==> src/rtl/core/lagsp_pkg.sv <==
`default_nettype none

package lagsp_pkg;

    localparam int NUM_GROUPS      = 4;
    localparam int ANGLES_PER_SCAN = 360;
    localparam int SUPPORT_ANGLES  = 2;
    localparam int NUM_SLOTS       = 1 + 2 * (SUPPORT_ANGLES / 2);

    localparam int ANGLE_W     = 9;
    localparam int DIST_W      = 16;
    localparam int GROUP_W     = $clog2(NUM_GROUPS);
    localparam int RANK_W      = $clog2(NUM_SLOTS);
    localparam int COUNT_W     = $clog2(NUM_GROUPS + 1);
    localparam int CFG_INDEX_W = 3;
    localparam int CFG_DATA_W  = 16;

    localparam int CMD_QUEUE_DEPTH = 2;

    localparam logic [ANGLE_W:0]  SCAN_N         = (ANGLE_W + 1)'(ANGLES_PER_SCAN);
    localparam logic [DIST_W-1:0] MIN_DIST_RESET = DIST_W'(16);

    typedef logic [ANGLE_W-1:0] t_angle;
    typedef logic [DIST_W-1:0]  t_dist;
    typedef logic [GROUP_W-1:0] t_group;
    typedef logic [RANK_W-1:0]  t_rank;

    typedef enum logic [CFG_INDEX_W-1:0] {
        REG_GROUP_ENABLE = 3'd0,
        REG_MAIN_ANGLE_0 = 3'd1,
        REG_MAIN_ANGLE_1 = 3'd2,
        REG_MAIN_ANGLE_2 = 3'd3,
        REG_MAIN_ANGLE_3 = 3'd4,
        REG_MIN_DISTANCE = 3'd5
    } t_reg_index;

    typedef struct packed {
        logic [NUM_GROUPS-1:0]     group_enable;
        t_angle [NUM_GROUPS-1:0]   main_angle;
        t_dist                     min_distance;
    } t_cfg;

    typedef enum logic {
        CMD_FILL,
        CMD_FLUSH
    } t_cmd_kind;

    typedef struct packed {
        t_cmd_kind kind;
        t_group    group;
        t_rank     rank;
        logic      dist_ok;
        t_dist     distance;
    } t_cmd;

    function automatic t_angle main_of(t_angle a);
        logic [ANGLE_W:0] w;
        w = {1'b0, a};
        if (w >= SCAN_N) begin
            w = w - SCAN_N;
        end
        return w[ANGLE_W-1:0];
    endfunction

    // rank 0 is the main angle, odd ranks step back, even ranks step forward
    function automatic t_angle angle_of_rank(t_angle m, t_rank r);
        logic [ANGLE_W:0] k;
        logic [ANGLE_W:0] sum;
        k = ((ANGLE_W + 1)'(r) + (ANGLE_W + 1)'(r[0])) >> 1;
        if (r[0]) begin
            sum = {1'b0, m} + SCAN_N - k;
        end else begin
            sum = {1'b0, m} + k;
        end
        if (sum >= SCAN_N) begin
            sum = sum - SCAN_N;
        end
        return sum[ANGLE_W-1:0];
    endfunction

endpackage

`default_nettype wire

==> src/rtl/core/lagsp_sample_if.sv <==
`default_nettype none

interface lagsp_sample_if;
    logic                valid;
    logic                ready;
    lagsp_pkg::t_angle   sample_angle;
    lagsp_pkg::t_dist    sample_distance;

    modport source (output valid, output sample_angle, output sample_distance, input ready);
    modport sink   (input valid, input sample_angle, input sample_distance, output ready);
endinterface

`default_nettype wire

==> src/rtl/core/lagsp_result_if.sv <==
`default_nettype none

interface lagsp_result_if;
    logic                valid;
    logic                ready;
    lagsp_pkg::t_group   group_index;
    lagsp_pkg::t_angle   chosen_angle;
    lagsp_pkg::t_dist    chosen_distance;
    logic                last_of_run;

    modport source (output valid, output group_index, output chosen_angle,
                    output chosen_distance, output last_of_run, input ready);
    modport sink   (input valid, input group_index, input chosen_angle,
                    input chosen_distance, input last_of_run, output ready);
endinterface

`default_nettype wire

==> src/rtl/core/lagsp_front.sv <==
`default_nettype none

module lagsp_front (
    input  logic                                 i_clk,
    input  logic                                 i_rst_n,
    input  logic                                 i_cfg_we,
    input  logic [lagsp_pkg::CFG_INDEX_W-1:0]    i_cfg_index,
    input  logic [lagsp_pkg::CFG_DATA_W-1:0]     i_cfg_data,
    lagsp_sample_if.sink                         i_sample,
    input  logic                                 i_q_full,
    output logic                                 o_push,
    output lagsp_pkg::t_cmd                      o_cmd,
    output lagsp_pkg::t_cfg                      o_cfg
);

    lagsp_pkg::t_cfg                          r_cfg;
    logic [lagsp_pkg::NUM_GROUPS-1:0]         g_hit;
    lagsp_pkg::t_rank                         g_rank [lagsp_pkg::NUM_GROUPS];
    logic                                     sel_found;
    lagsp_pkg::t_group                        sel_group;
    lagsp_pkg::t_rank                         sel_rank;
    logic                                     in_scan;

    always_ff @(posedge i_clk) begin
        if (!i_rst_n) begin
            r_cfg.group_enable <= '0;
            r_cfg.main_angle   <= '0;
            r_cfg.min_distance <= lagsp_pkg::MIN_DIST_RESET;
        end else if (i_cfg_we) begin
            case (lagsp_pkg::t_reg_index'(i_cfg_index))
                lagsp_pkg::REG_GROUP_ENABLE: begin
                    r_cfg.group_enable <= i_cfg_data[lagsp_pkg::NUM_GROUPS-1:0];
                end
                lagsp_pkg::REG_MAIN_ANGLE_0: begin
                    r_cfg.main_angle[0] <= i_cfg_data[lagsp_pkg::ANGLE_W-1:0];
                end
                lagsp_pkg::REG_MAIN_ANGLE_1: begin
                    r_cfg.main_angle[1] <= i_cfg_data[lagsp_pkg::ANGLE_W-1:0];
                end
                lagsp_pkg::REG_MAIN_ANGLE_2: begin
                    r_cfg.main_angle[2] <= i_cfg_data[lagsp_pkg::ANGLE_W-1:0];
                end
                lagsp_pkg::REG_MAIN_ANGLE_3: begin
                    r_cfg.main_angle[3] <= i_cfg_data[lagsp_pkg::ANGLE_W-1:0];
                end
                lagsp_pkg::REG_MIN_DISTANCE: begin
                    r_cfg.min_distance <= i_cfg_data[lagsp_pkg::DIST_W-1:0];
                end
                default: begin
                end
            endcase
        end
    end

    // per group: lowest rank whose angle matches the sample
    always_comb begin
        for (int g = 0; g < lagsp_pkg::NUM_GROUPS; g++) begin
            g_hit[g]  = 1'b0;
            g_rank[g] = '0;
            for (int r = lagsp_pkg::NUM_SLOTS - 1; r >= 0; r--) begin
                if (lagsp_pkg::angle_of_rank(lagsp_pkg::main_of(r_cfg.main_angle[g]),
                        lagsp_pkg::RANK_W'(r)) == i_sample.sample_angle) begin
                    g_hit[g]  = 1'b1;
                    g_rank[g] = lagsp_pkg::RANK_W'(r);
                end
            end
        end
    end

    // overlapping groups go to the lowest-numbered one
    always_comb begin
        sel_found = 1'b0;
        sel_group = '0;
        sel_rank  = '0;
        for (int g = lagsp_pkg::NUM_GROUPS - 1; g >= 0; g--) begin
            if (r_cfg.group_enable[g] && g_hit[g]) begin
                sel_found = 1'b1;
                sel_group = lagsp_pkg::GROUP_W'(g);
                sel_rank  = g_rank[g];
            end
        end
    end

    assign in_scan = {1'b0, i_sample.sample_angle} < lagsp_pkg::SCAN_N;

    assign i_sample.ready = !i_q_full;
    assign o_push         = i_sample.valid && !i_q_full;

    assign o_cmd.kind     = (sel_found && in_scan) ? lagsp_pkg::CMD_FILL : lagsp_pkg::CMD_FLUSH;
    assign o_cmd.group    = sel_group;
    assign o_cmd.rank     = sel_rank;
    assign o_cmd.dist_ok  = i_sample.sample_distance >= r_cfg.min_distance;
    assign o_cmd.distance = i_sample.sample_distance;

    assign o_cfg = r_cfg;

endmodule

`default_nettype wire

==> src/rtl/core/lagsp_cmd_fifo.sv <==
`default_nettype none

// depth of two or more
module lagsp_cmd_fifo #(
    parameter int DEPTH = lagsp_pkg::CMD_QUEUE_DEPTH
) (
    input  logic              i_clk,
    input  logic              i_rst_n,
    input  logic              i_push,
    input  lagsp_pkg::t_cmd   i_data,
    output logic              o_full,
    input  logic              i_pop,
    output lagsp_pkg::t_cmd   o_data,
    output logic              o_empty
);

    localparam int PTR_W = $clog2(DEPTH);
    localparam int CNT_W = $clog2(DEPTH + 1);

    lagsp_pkg::t_cmd     r_mem [DEPTH];
    logic [PTR_W-1:0]    r_wr;
    logic [PTR_W-1:0]    r_rd;
    logic [CNT_W-1:0]    r_cnt;
    logic [PTR_W-1:0]    n_wr;
    logic [PTR_W-1:0]    n_rd;
    logic [CNT_W-1:0]    n_cnt;

    always_comb begin
        n_wr = r_wr;
        n_rd = r_rd;
        if (i_push) begin
            n_wr = (r_wr == PTR_W'(DEPTH - 1)) ? '0 : r_wr + PTR_W'(1);
        end
        if (i_pop) begin
            n_rd = (r_rd == PTR_W'(DEPTH - 1)) ? '0 : r_rd + PTR_W'(1);
        end
        case ({i_push, i_pop})
            2'b10:   n_cnt = r_cnt + CNT_W'(1);
            2'b01:   n_cnt = r_cnt - CNT_W'(1);
            default: n_cnt = r_cnt;
        endcase
    end

    always_ff @(posedge i_clk) begin
        if (i_push) begin
            r_mem[r_wr] <= i_data;
        end
        if (!i_rst_n) begin
            r_wr  <= '0;
            r_rd  <= '0;
            r_cnt <= '0;
        end else begin
            r_wr  <= n_wr;
            r_rd  <= n_rd;
            r_cnt <= n_cnt;
        end
    end

    assign o_full  = r_cnt == CNT_W'(DEPTH);
    assign o_empty = r_cnt == '0;
    assign o_data  = r_mem[r_rd];

endmodule

`default_nettype wire

==> src/rtl/core/lagsp_back.sv <==
`default_nettype none

module lagsp_back (
    input  logic              i_clk,
    input  logic              i_rst_n,
    input  lagsp_pkg::t_cfg   i_cfg,
    input  logic              i_cmd_valid,
    input  lagsp_pkg::t_cmd   i_cmd,
    output logic              o_pop,
    lagsp_result_if.source    o_result
);

    typedef enum logic {
        ST_RUN,
        ST_WALK
    } t_state;

    typedef struct packed {
        lagsp_pkg::t_group group_index;
        lagsp_pkg::t_angle chosen_angle;
        lagsp_pkg::t_dist  chosen_distance;
        logic              last_of_run;
    } t_out;

    t_state                                   r_state,  n_state;
    logic [lagsp_pkg::NUM_SLOTS-1:0]          r_filled [lagsp_pkg::NUM_GROUPS];
    logic [lagsp_pkg::NUM_SLOTS-1:0]          n_filled [lagsp_pkg::NUM_GROUPS];
    lagsp_pkg::t_dist                         r_dist [lagsp_pkg::NUM_GROUPS][lagsp_pkg::NUM_SLOTS];
    lagsp_pkg::t_dist                         n_dist [lagsp_pkg::NUM_GROUPS][lagsp_pkg::NUM_SLOTS];
    logic [lagsp_pkg::NUM_GROUPS-1:0]         r_queued, n_queued;
    lagsp_pkg::t_group                        r_order [lagsp_pkg::NUM_GROUPS];
    lagsp_pkg::t_group                        n_order [lagsp_pkg::NUM_GROUPS];
    logic [lagsp_pkg::COUNT_W-1:0]            r_count,  n_count;
    lagsp_pkg::t_group                        r_idx,    n_idx;
    logic                                     r_out_valid, n_out_valid;
    t_out                                     r_out,    n_out;

    lagsp_pkg::t_group                        w_q;
    lagsp_pkg::t_rank                         w_rank;
    logic                                     w_last;
    logic                                     out_free;

    assign w_q      = r_order[r_idx];
    assign w_last   = (lagsp_pkg::COUNT_W'(r_idx) + lagsp_pkg::COUNT_W'(1)) == r_count;
    assign out_free = !r_out_valid || o_result.ready;

    // best filled rank of the group being flushed
    always_comb begin
        w_rank = '0;
        for (int r = lagsp_pkg::NUM_SLOTS - 1; r >= 0; r--) begin
            if (r_filled[w_q][r]) begin
                w_rank = lagsp_pkg::RANK_W'(r);
            end
        end
    end

    always_comb begin
        n_state     = r_state;
        n_filled    = r_filled;
        n_dist      = r_dist;
        n_queued    = r_queued;
        n_order     = r_order;
        n_count     = r_count;
        n_idx       = r_idx;
        n_out_valid = r_out_valid && !o_result.ready;
        n_out       = r_out;
        o_pop       = 1'b0;
        case (r_state)
            ST_RUN: begin
                if (i_cmd_valid) begin
                    o_pop = 1'b1;
                    if (i_cmd.kind == lagsp_pkg::CMD_FILL) begin
                        if (i_cmd.dist_ok && !r_filled[i_cmd.group][i_cmd.rank]) begin
                            n_filled[i_cmd.group][i_cmd.rank] = 1'b1;
                            n_dist[i_cmd.group][i_cmd.rank]   = i_cmd.distance;
                            // first fill puts the group in flush order
                            if (!r_queued[i_cmd.group]) begin
                                n_queued[i_cmd.group]                  = 1'b1;
                                n_order[r_count[lagsp_pkg::GROUP_W-1:0]] = i_cmd.group;
                                n_count = r_count + lagsp_pkg::COUNT_W'(1);
                            end
                        end
                    end else if (r_count != '0) begin
                        n_state = ST_WALK;
                        n_idx   = '0;
                    end
                end
            end
            ST_WALK: begin
                if (out_free) begin
                    n_out_valid           = 1'b1;
                    n_out.group_index     = w_q;
                    n_out.chosen_angle    = lagsp_pkg::angle_of_rank(
                        lagsp_pkg::main_of(i_cfg.main_angle[w_q]), w_rank);
                    n_out.chosen_distance = r_dist[w_q][w_rank];
                    n_out.last_of_run     = w_last;
                    n_filled[w_q]         = '0;
                    n_queued[w_q]         = 1'b0;
                    if (w_last) begin
                        n_count = '0;
                        n_state = ST_RUN;
                    end else begin
                        n_idx = r_idx + lagsp_pkg::GROUP_W'(1);
                    end
                end
            end
            default: begin
                n_state = ST_RUN;
            end
        endcase
    end

    always_ff @(posedge i_clk) begin
        r_dist  <= n_dist;
        r_order <= n_order;
        r_idx   <= n_idx;
        r_out   <= n_out;
        if (!i_rst_n) begin
            r_state     <= ST_RUN;
            r_filled    <= '{default: '0};
            r_queued    <= '0;
            r_count     <= '0;
            r_out_valid <= 1'b0;
        end else begin
            r_state     <= n_state;
            r_filled    <= n_filled;
            r_queued    <= n_queued;
            r_count     <= n_count;
            r_out_valid <= n_out_valid;
        end
    end

    assign o_result.valid           = r_out_valid;
    assign o_result.group_index     = r_out.group_index;
    assign o_result.chosen_angle    = r_out.chosen_angle;
    assign o_result.chosen_distance = r_out.chosen_distance;
    assign o_result.last_of_run     = r_out.last_of_run;

endmodule

`default_nettype wire

==> src/rtl/core/lidar_angle_group_sample_picker.sv <==
`default_nettype none

// Lidar angle-group sample picker. Each sample (angle, distance) is classified in the
// cycle it is accepted against the enabled groups (main angle, one step back, one step
// forward, lowest group wins) and placed as a fill or flush command in a short command
// queue of QUEUE_DEPTH entries; the sample port is ready whenever that queue has room.
// The back end executes one command at a time, taking the next once the previous one is
// done: a fill records an accepted distance in an empty slot of its group, and a flush
// emits one result per queued group while results are taken, so the pace is set by the
// back-end sequencer and the output register. The first result of a flush passes through
// the command queue, the walk state and the output register. A stalled output result
// holds the back end in its flush; samples enter only while the command queue has room.
// Configuration writes take effect at once and are meant to be issued while no sample is
// in flight; chosen_angle is built from the main angle in force when the group is flushed.
module lidar_angle_group_sample_picker #(
    parameter int QUEUE_DEPTH = lagsp_pkg::CMD_QUEUE_DEPTH
) (
    input  logic                                 i_clk,
    input  logic                                 i_rst_n,
    input  logic                                 i_cfg_we,
    input  logic [lagsp_pkg::CFG_INDEX_W-1:0]    i_cfg_index,
    input  logic [lagsp_pkg::CFG_DATA_W-1:0]     i_cfg_data,
    lagsp_sample_if.sink                         i_sample,
    lagsp_result_if.source                       o_result
);

    logic              q_full;
    logic              q_empty;
    logic              q_push;
    logic              q_pop;
    lagsp_pkg::t_cmd   cmd_in;
    lagsp_pkg::t_cmd   cmd_out;
    lagsp_pkg::t_cfg   cfg;

    lagsp_front u_front (
        .i_clk       (i_clk),
        .i_rst_n     (i_rst_n),
        .i_cfg_we    (i_cfg_we),
        .i_cfg_index (i_cfg_index),
        .i_cfg_data  (i_cfg_data),
        .i_sample    (i_sample),
        .i_q_full    (q_full),
        .o_push      (q_push),
        .o_cmd       (cmd_in),
        .o_cfg       (cfg)
    );

    lagsp_cmd_fifo #(
        .DEPTH (QUEUE_DEPTH)
    ) u_cmd_fifo (
        .i_clk   (i_clk),
        .i_rst_n (i_rst_n),
        .i_push  (q_push),
        .i_data  (cmd_in),
        .o_full  (q_full),
        .i_pop   (q_pop),
        .o_data  (cmd_out),
        .o_empty (q_empty)
    );

    lagsp_back u_back (
        .i_clk       (i_clk),
        .i_rst_n     (i_rst_n),
        .i_cfg       (cfg),
        .i_cmd_valid (!q_empty),
        .i_cmd       (cmd_out),
        .o_pop       (q_pop),
        .o_result    (o_result)
    );

endmodule

`default_nettype wire

==> src/flat_wrapper.sv <==
// flat-port wrapper written by rule: the top's interface ports become plain ports
module lidar_angle_group_sample_picker_flat 
#(
    parameter int QUEUE_DEPTH = lagsp_pkg::CMD_QUEUE_DEPTH
)
  (i_clk, i_rst_n, i_cfg_we, i_cfg_index, i_cfg_data, i_sample_valid, i_sample_sample_angle, i_sample_sample_distance, i_sample_ready, o_result_valid, o_result_group_index, o_result_chosen_angle, o_result_chosen_distance, o_result_last_of_run, o_result_ready);
  lagsp_sample_if i_sample_i ();
  lagsp_result_if o_result_i ();
  input  logic i_clk;
  input  logic i_rst_n;
  input  logic i_cfg_we;
  input  logic [lagsp_pkg::CFG_INDEX_W-1:0] i_cfg_index;
  input  logic [lagsp_pkg::CFG_DATA_W-1:0] i_cfg_data;
  input wire logic [$bits(i_sample_i.valid)-1:0] i_sample_valid;
  input wire logic [$bits(i_sample_i.sample_angle)-1:0] i_sample_sample_angle;
  input wire logic [$bits(i_sample_i.sample_distance)-1:0] i_sample_sample_distance;
  output wire logic [$bits(i_sample_i.ready)-1:0] i_sample_ready;
  output wire logic [$bits(o_result_i.valid)-1:0] o_result_valid;
  output wire logic [$bits(o_result_i.group_index)-1:0] o_result_group_index;
  output wire logic [$bits(o_result_i.chosen_angle)-1:0] o_result_chosen_angle;
  output wire logic [$bits(o_result_i.chosen_distance)-1:0] o_result_chosen_distance;
  output wire logic [$bits(o_result_i.last_of_run)-1:0] o_result_last_of_run;
  input wire logic [$bits(o_result_i.ready)-1:0] o_result_ready;
  assign i_sample_i.valid = i_sample_valid;
  assign i_sample_i.sample_angle = i_sample_sample_angle;
  assign i_sample_i.sample_distance = i_sample_sample_distance;
  assign i_sample_ready = i_sample_i.ready;
  assign o_result_valid = o_result_i.valid;
  assign o_result_group_index = o_result_i.group_index;
  assign o_result_chosen_angle = o_result_i.chosen_angle;
  assign o_result_chosen_distance = o_result_i.chosen_distance;
  assign o_result_last_of_run = o_result_i.last_of_run;
  assign o_result_i.ready = o_result_ready;
  lidar_angle_group_sample_picker #(.QUEUE_DEPTH(QUEUE_DEPTH)) u_core (.i_clk(i_clk), .i_rst_n(i_rst_n), .i_cfg_we(i_cfg_we), .i_cfg_index(i_cfg_index), .i_cfg_data(i_cfg_data), .i_sample(i_sample_i), .o_result(o_result_i));
endmodule
==> config.mk <==
export PLATFORM = sky130hd
export DESIGN_NAME = lidar_angle_group_sample_picker_flat
export DESIGN_NICKNAME = d
export VERILOG_FILES = /design/src/rtl/core/lagsp_pkg.sv /design/src/rtl/core/lagsp_sample_if.sv /design/src/rtl/core/lagsp_result_if.sv /design/src/rtl/core/lagsp_front.sv /design/src/rtl/core/lagsp_cmd_fifo.sv /design/src/rtl/core/lagsp_back.sv /design/src/rtl/core/lidar_angle_group_sample_picker.sv /design/src/flat_wrapper.sv
export SDC_FILE = /design/constraint.sdc
export NUM_CORES = 1
export LEC_CHECK = 0
export ABC_CLOCK_PERIOD_IN_PS = 8100
export BUFFER_PORTS_ARGS = -buffer_cell sky130_fd_sc_hd__buf_4
export CORE_MARGIN = 2
export CORE_UTILIZATION = 30
export DETAILED_ROUTE_END_ITERATION = 6
export SYNTH_ARGS = -nofsm -noshare
export SYNTH_HDL_FRONTEND = slang
export SYNTH_HIERARCHICAL = 1
export SYNTH_SLANG_ARGS = --single-unit
==> constraint.sdc <==
create_clock -name i_clk -period 8.1 [get_ports i_clk]
set_clock_uncertainty 0.2 [all_clocks]
set_input_delay 0.81 -clock i_clk [delete_from_list [all_inputs] [get_ports i_clk]]
set_output_delay 0.81 -clock i_clk [all_outputs]
set_load 0.02 [all_outputs]
==> flow_summary.yaml, run 1 <==
status:
  outcome: "complete, no violations"
power_and_ir_drop:
  power.density_nw_per_um2: 182
  leakage_nw: 8.83
  power.switching_mw: 1.15
  clkPwrFrac: 0.431
  p_int_mw: 3.52
  seq_power_share: 0.456
  power_switching_share: 0.246
  p_comb_frac: 0.113
  total_power_mw: 4.67
  ir_worst_vdd_mv: 0.134
yosys:
  synth_area_um2: 22700
  synth_ff_type: "edfxtp_1"
  synthDistinctLibCells: 116
  async_reset_ff_frac: 0
  syn_inst: 2116
  synth-edff-count: 274
  ys_warn_count: 6
  synth_seq_cells: 356
  seq_area_frac_synth: 0.435
  syn_area_per_cell_um2: 10.7
  postSynthNetCount: 2239
clock_network:
  cts_sinks: 356
  ctsResizeCount: 0
  clk_pin_slew_ns: 0.06
  cts_tree: "done"
  cts_max_level: 2
  post_cts_buffers: 0
  numCtsBuffers: 41
  clk-insertion-delay-late_ns: 0.57
  hold_buffers: 0
  clock_path_buffers: 3
  cts_root_buf: "clkbuf_16"
drt:
  vias: 17065
  wire_per_inst_um: 20.2
  via_per_inst: 5.44
  dr.pass1.iters: 7
  remaining_drc_errors: 0
  drt-initial-drc-count: 1576
  wl_um: 63400
  postRouteAntennaNets: 0
worst_hold_path:
  hold_class: "input pin to flip-flop"
die:
  die_x_um: 279
  die_h_um: 279
  core-area_um2: 74700
  initial_core_util: 0.304
  fp-row-count: 100
  ios: 79
  dieArea_um2: 77800
grt:
  antenna_found_initial: 0
  grtUsageTotal: 0.160
  grt_max_degree: 65
  grt_pass1_vias: 16632
  grt_pass1_wl_um: 97500
  gr-total-overflow: 0
critical_path:
  reg2reg_from: "u_core/u_front/o_cfg[46]"
  cp.required_ns: 8.19
  crit_path_start_kind: "flip-flop"
  cp-end-kind: "flip-flop"
  reg2reg_to: "u_core/u_cmd_fifo/r_mem[1][21]"
  cp_max_fo: 14
  rrSetupSlack_ns: 2.25
  critPathArrivalTime_ns: 5.94
  r2r_cells: 17
  path_class: "flip-flop to flip-flop"
  critPathLaunch: "u_core/u_front/o_cfg[46]"
  endpoint: "u_core/u_cmd_fifo/r_mem[1][21]"
timing:
  worst_pin_slew_ns: 1.16
  fmax_ghz: 0.171
  drv_slew: 0
  period_share: 0.722
  setup-violations-final: 0
  min_period_ns: 5.85
  slew_headroom: 0.225
  tns_ns: 0
  hold_violations: 0
  rsz0062_at_grt: "no"
finish:
  drive_above_1_share: 0.159
  nets: 2259
  regArea_um2: 9870
  multiInputGateArea_um2: 11900
  area_delta_synth_final_pct: 12.8
  layout_commonest_cell: "edfxtp_1"
  n_fill_cell: 7316
  antennaDiodeCount: 0
  most-common-layout-cells: "edfxtp_1 (274), nand2_1 (209), nor2_1 (131)"
placed_design:
  hpwl_um: 46300
  place.gp.congestion: 0.910
  portBuffers: 78
run:
  cap_violations: 0
## metal layers
metal,track usage,part of all wire,up-vias
met5,0,0,-
li1,-,-,7978
met1,0.213,0.44,8305
met2,0.264,0.47,656
met4,0.0561,0.030,0
met3,0.0235,0.064,126
## sequential cells by signal (all words and copies together), names as in the netlist, 2 cells and up, named ones only
name and cells:
u_core/u_cmd_fifo/r_mem 44, u_core/u_front/o_cfg 56, u_core/u_back/r_queued 4, u_core/u_back/r_count 3, u_core/u_back/r_idx 2, u_core/u_back/r_dist 192
u_core/u_back/o_result.group_index 2, u_core/u_cmd_fifo/r_cnt 2, u_core/u_back/r_filled 12, u_core/u_back/r_order 8, u_core/u_back/o_result.chosen_angle 9, u_core/u_back/o_result.chosen_distance 16
## cells in the mapped netlist (all sizes together) (14+ instances only)
master	instances	share of area
mux4	56	0.056
a21o	21	0.0069
nor4	15	0.0041
o21ai	73	0.017
nor3b	15	0.0058
or3	14	0.0039
o211ai	24	0.0088
clkbuf	64	0.011
xor2	32	0.013
nand2b	38	0.010
a211oi	15	0.0060
and2	24	0.0066
nand3	55	0.012
a21oi	72	0.017
nand4	20	0.0055
ha	72	0.040
nand2	209	0.035
nor3	59	0.015
mux2	35	0.018
dfxtp	82	0.072
xnor2	122	0.051
o22ai	21	0.0058
a21boi	62	0.021
buf	61	0.016
and3	14	0.0039
mux2i	69	0.032
a31oi	25	0.0069
o31ai	21	0.0074
nor2b	22	0.0062
o21a	20	0.0066
nor2	134	0.022
edfxtp	274	0.36
inv	80	0.013
## logic make-up after synthesis
kind of cell	after synthesis	share of synthesized area
simple gates	679	0.152
compound gates	479	0.156
flops	356	0.435
buf+inv	209	0.0405
mux	160	0.105
xor+xnor	159	0.0695
fa+ha+maj	74	0.0415
## metrics by stage
step / cell area [um^2] / hold WS, ns / utilization / worst slack, ns / cells
after floorplan: 22700 / 0.235 / - / 2.41 / 2116
after global placement: 24100 / 0.248 / 0.323 / 2.44 / 3062
after detailed placement: 24100 / 0.265 / 0.323 / 2.37 / 3062
after CTS: 25600 / 0.209 / 0.343 / 2.33 / 3137
after global routing: 25600 / 0.218 / 0.343 / 1.93 / 3137
final: 25600 / 0.245 / 0.343 / 2.25 / 3137
## worst min-delay path by stage
stage                                           start                       endpoint  depth (start not counted)
final                     i_sample_sample_distance[6]  u_core/u_cmd_fifo/r_mem[0][6]                          1
after CTS                 i_sample_sample_distance[6]  u_core/u_cmd_fifo/r_mem[0][6]                          1
after detailed placement    u_core/u_back/r_queued[2]      u_core/u_back/r_queued[2]                          2
after global routing      i_sample_sample_distance[6]  u_core/u_cmd_fifo/r_mem[0][6]                          1
after floorplan             u_core/u_back/r_queued[2]      u_core/u_back/r_queued[2]                          2
after global placement      u_core/u_back/r_queued[3]      u_core/u_back/r_queued[3]                          1
## critical path, stage by stage, from the launching register on
cell	delay [ns]
dfxtp_1	0.62
inv_1	0.29
ha_1	0.39
nor2b_2	0.21
a211o_1	0.52
xnor2_4	0.44
inv_1	0.09
ha_1	0.27
nand2b_1	0.24
nand3_1	0.22
o21ai_0	0.28
o31ai_2	0.11
xnor2_1	0.15
or4_1	0.51
o31a_1	0.33
o221ai_1	0.42
nand2b_1	0.20
o31ai_1	0.09
## power by group through the flow
stage          registers [mW]  logic, mW  clock network (mW)
3_3_place_gp             2.16      0.506                   0
6_report                 2.13      0.526                2.01
5_1_grt                  2.13      0.575                2.13
2_1_floorplan            2.14      0.385                   0
4_1_cts                  2.13      0.525                2.06
3_5_place_dp             2.17      0.523                   0
## cell type report
cell class | instances | area share
Multi-Input combinational cell | 1551 | 0.466
Tap cell | 969 | 0.0474
Clock buffer | 46 | 0.0424
Sequential cell | 356 | 0.386
Clock inverter | 29 | 0.0159
Timing Repair Buffer | 102 | 0.0299
Inverter | 84 | 0.0124
(Power assumes the default switching activity.)
==> run 2: changes to the inputs <==
ABC_AREA = 1   (was not set)
ABC_CLOCK_PERIOD_IN_PS = 6150   (was 8100)
clock period = 6.15 ns   (was 8.1 ns; I/O delays follow)
==> run 2 against run 1 <==
  * Die area is 5.7% lower
  * Routed wire length is 8.4% lower
  * Global-route usage is 0.45 points lower
  * Fmax is 15% higher
  * Register-to-register slack worse by 1.2 ns
  * Combinational power is 81% higher
  * Area after synthesis is 5.8% lower
  * Design area is 5.4% lower
  * Worst setup slack worse by 1.2 ns
  * Count of clock-buffer cells in the layout is 1 higher
  * First-iteration DRC count is 20% lower
  * Critical endpoint is now u_core/u_back/o_result.chosen_angle[4]
  * Largest cell class unchanged
==> flow_summary.yaml, run 2 <==
critical_path:
  path_class: "flip-flop to flip-flop"
  cp_top_family: "simple AND/OR/NAND/NOR gates"
  critPathMaxStageDelay_ns: 0.59
  crit_top_cell: "nand2_1"
  reg2reg_from: "u_core/u_back/r_idx[0]"
  critPathLaunch: "u_core/u_back/r_idx[0]"
  cp-end-kind: "flip-flop"
  cp.required_ns: 6.24
  critPathSlowestCell: "edfxtp_1"
  path_buf_inv: 5
  crit_path_start_kind: "flip-flop"
  cp_max_fo: 49
  critPathArrivalTime_ns: 5.16
yosys:
  seq_area_frac_synth: 0.462
  yosysMostFrequentCell: "nand2_1"
  synth_seq_cells: 356
  synth-edff-count: 274
  syn_area_per_cell_um2: 8.38
  async_reset_ff_frac: 0
  ys_warn_count: 6
  yosysTopAreaCell: "edfxtp_1"
  synth_commonest_cells: "nand2_1 (627), inv_1 (284), edfxtp_1 (274)"
  synthDistinctLibCells: 60
  netlist_top_cells_area: "edfxtp_1 (38%), nand2_1 (11%), dfxtp_1 (7.7%), nand3_1 (5.2%), inv_1 (5.0%)"
  synth_area_um2: 21400
  netlist.area_leader.share: 0.385
  syn_inst: 2551
  synth_ff_type: "edfxtp_1"
  postSynthNetCount: 2674
placed_design:
  dp.cells: 3502
  pre_cts_ws_ns: 1.09
  place.gp.congestion: 0.890
  placed_cell_area_um2: 22900
  portBuffers: 78
  hpwl_um: 41100
drt:
  dr.pass1.iters: 5
  via_per_inst: 4.82
  wl_met3_um: 2840
  wire_per_inst_um: 16.3
  remaining_drc_errors: 0
  wl_met1_um: 26600
  postRouteAntennaNets: 0
  vias: 17226
  top_layer: "met4"
  drt-initial-drc-count: 1257
  met2WireLength_um: 27400
  wl_um: 58100
timing:
  hold_violations: 0
  drv_slew: 0
  slew_headroom: 0.266
  rsz0062_at_grt: "no"
  layout_setup_ws_ns: 1.07
  tns_ns: 0
  worst_pin_slew_ns: 1.10
  setup-violations-final: 0
  period_share: 0.826
  worst_hold_slack_ns: 0.0658
  fmax_ghz: 0.197
  min_period_ns: 5.08
finish:
  drive_above_1_share: 0.131
  area_delta_synth_final_pct: 13.2
  finalNonFillerCells: 3573
  most-common-layout-cells: "nand2_1 (627), inv_1 (284), edfxtp_1 (274)"
  final_util: 0.344
  layout_commonest_cell: "nand2_1"
  nets: 2725
  largest_reg_flops: 192
  top_register: "u_core/u_back/r_dist"
  final_area_um2: 24200
clock_network:
  cts_tree: "done"
  clk_pin_slew_ns: 0.06
  cts_sinks: 356
  cts_root_buf: "clkbuf_16"
  post_cts_buffers: 0
  clk-insertion-delay-late_ns: 0.55
  numCtsBuffers: 38
  hold_buffers: 0
  cts_max_level: 2
  clock_path_buffers: 3
  ctsResizeCount: 0
worst_hold_path:
  hold_class: "input pin to flip-flop"
  min_from: "i_sample_sample_distance[7]"
die:
  fp-row-count: 97
  initial_core_util: 0.304
  ios: 79
  die_h_um: 271
  core-area_um2: 70300
  die_x_um: 271
  dieArea_um2: 73400
power_and_ir_drop:
  power_switching_share: 0.272
  power.switching_mw: 1.67
  leakage_nw: 9.93
  seq_power_share: 0.460
  power.density_nw_per_um2: 254
  ir_worst_vdd_mv: 0.169
  p_comb_frac: 0.155
  total_power_mw: 6.14
  clkPwrFrac: 0.385
  p_int_mw: 4.47
grt:
  grt_pass1_wl_um: 91300
  grt_max_degree: 63
  antenna_found_initial: 1
  gr-total-overflow: 0
  grt_pass1_vias: 16165
  grtUsageTotal: 0.155
status:
  outcome: "complete, no violations"
run:
  cap_violations: 0
==> run 2: worst paths after layout <==
path                                            end  slack (ns)  depth (start not counted)
min reg2reg                u_core/u_front/o_cfg[15]        0.26                          2
min                   u_core/u_cmd_fifo/r_mem[0][7]        0.07                          1
max reg2reg  u_core/u_back/o_result.chosen_angle[4]        1.07                         28
max          u_core/u_back/o_result.chosen_angle[4]        1.07                         28
==> run 2: area by class of cell <==
| class | instances | area (um^2) |
|---|---|---|
| Tap cell | 940 | 1180 |
| Timing Repair Buffer | 103 | 773 |
| Sequential cell | 356 | 9870 |
| Antenna cell | 1 | 2.50 |
| Multi-Input combinational cell | 1797 | 9920 |
| Fill cell | 7284 | 46100 |
| Clock buffer | 47 | 1000 |
| Clock inverter | 23 | 297 |
| Inverter | 306 | 1150 |
==> run 2: cells by family after synthesis <==
group           count (synthesis)  share of synthesized area
fa+ha+maj                      74                     0.0440
compound gates                336                     0.0968
xor+xnor                       94                     0.0396
mux                            22                     0.0116
buf+inv                       398                     0.0780
simple gates                 1271                      0.268
flops                         356                      0.462
==> run 2: worst register-to-register path, delay by kind of cell, from the launching register on <==
family / cells / cell delay, ns
DFF: 1 / 0.59
buffers and inverters: 5 / 0.96
and+or+nand+nor: 18 / 1.72
adders and majority gates: 4 / 1.08
AOI/OAI and AO/OA: 1 / 0.27
==> run 2: metal layers <==
metal,up-vias,track usage
met1,8031,0.208
met5,-,0
met2,442,0.264
met4,0,0.0416
met3,74,0.0185
li1,8679,-
==> run 2: power groups by stage <==
stage	Combinational (mW)	Sequential (mW)	Clock, mW
2_1_floorplan	0.681	2.87	0
3_3_place_gp	0.933	2.88	0
3_5_place_dp	0.945	2.88	0
4_1_cts	0.953	2.83	2.41
5_1_grt	1.08	2.83	2.50
6_report	0.952	2.83	2.36
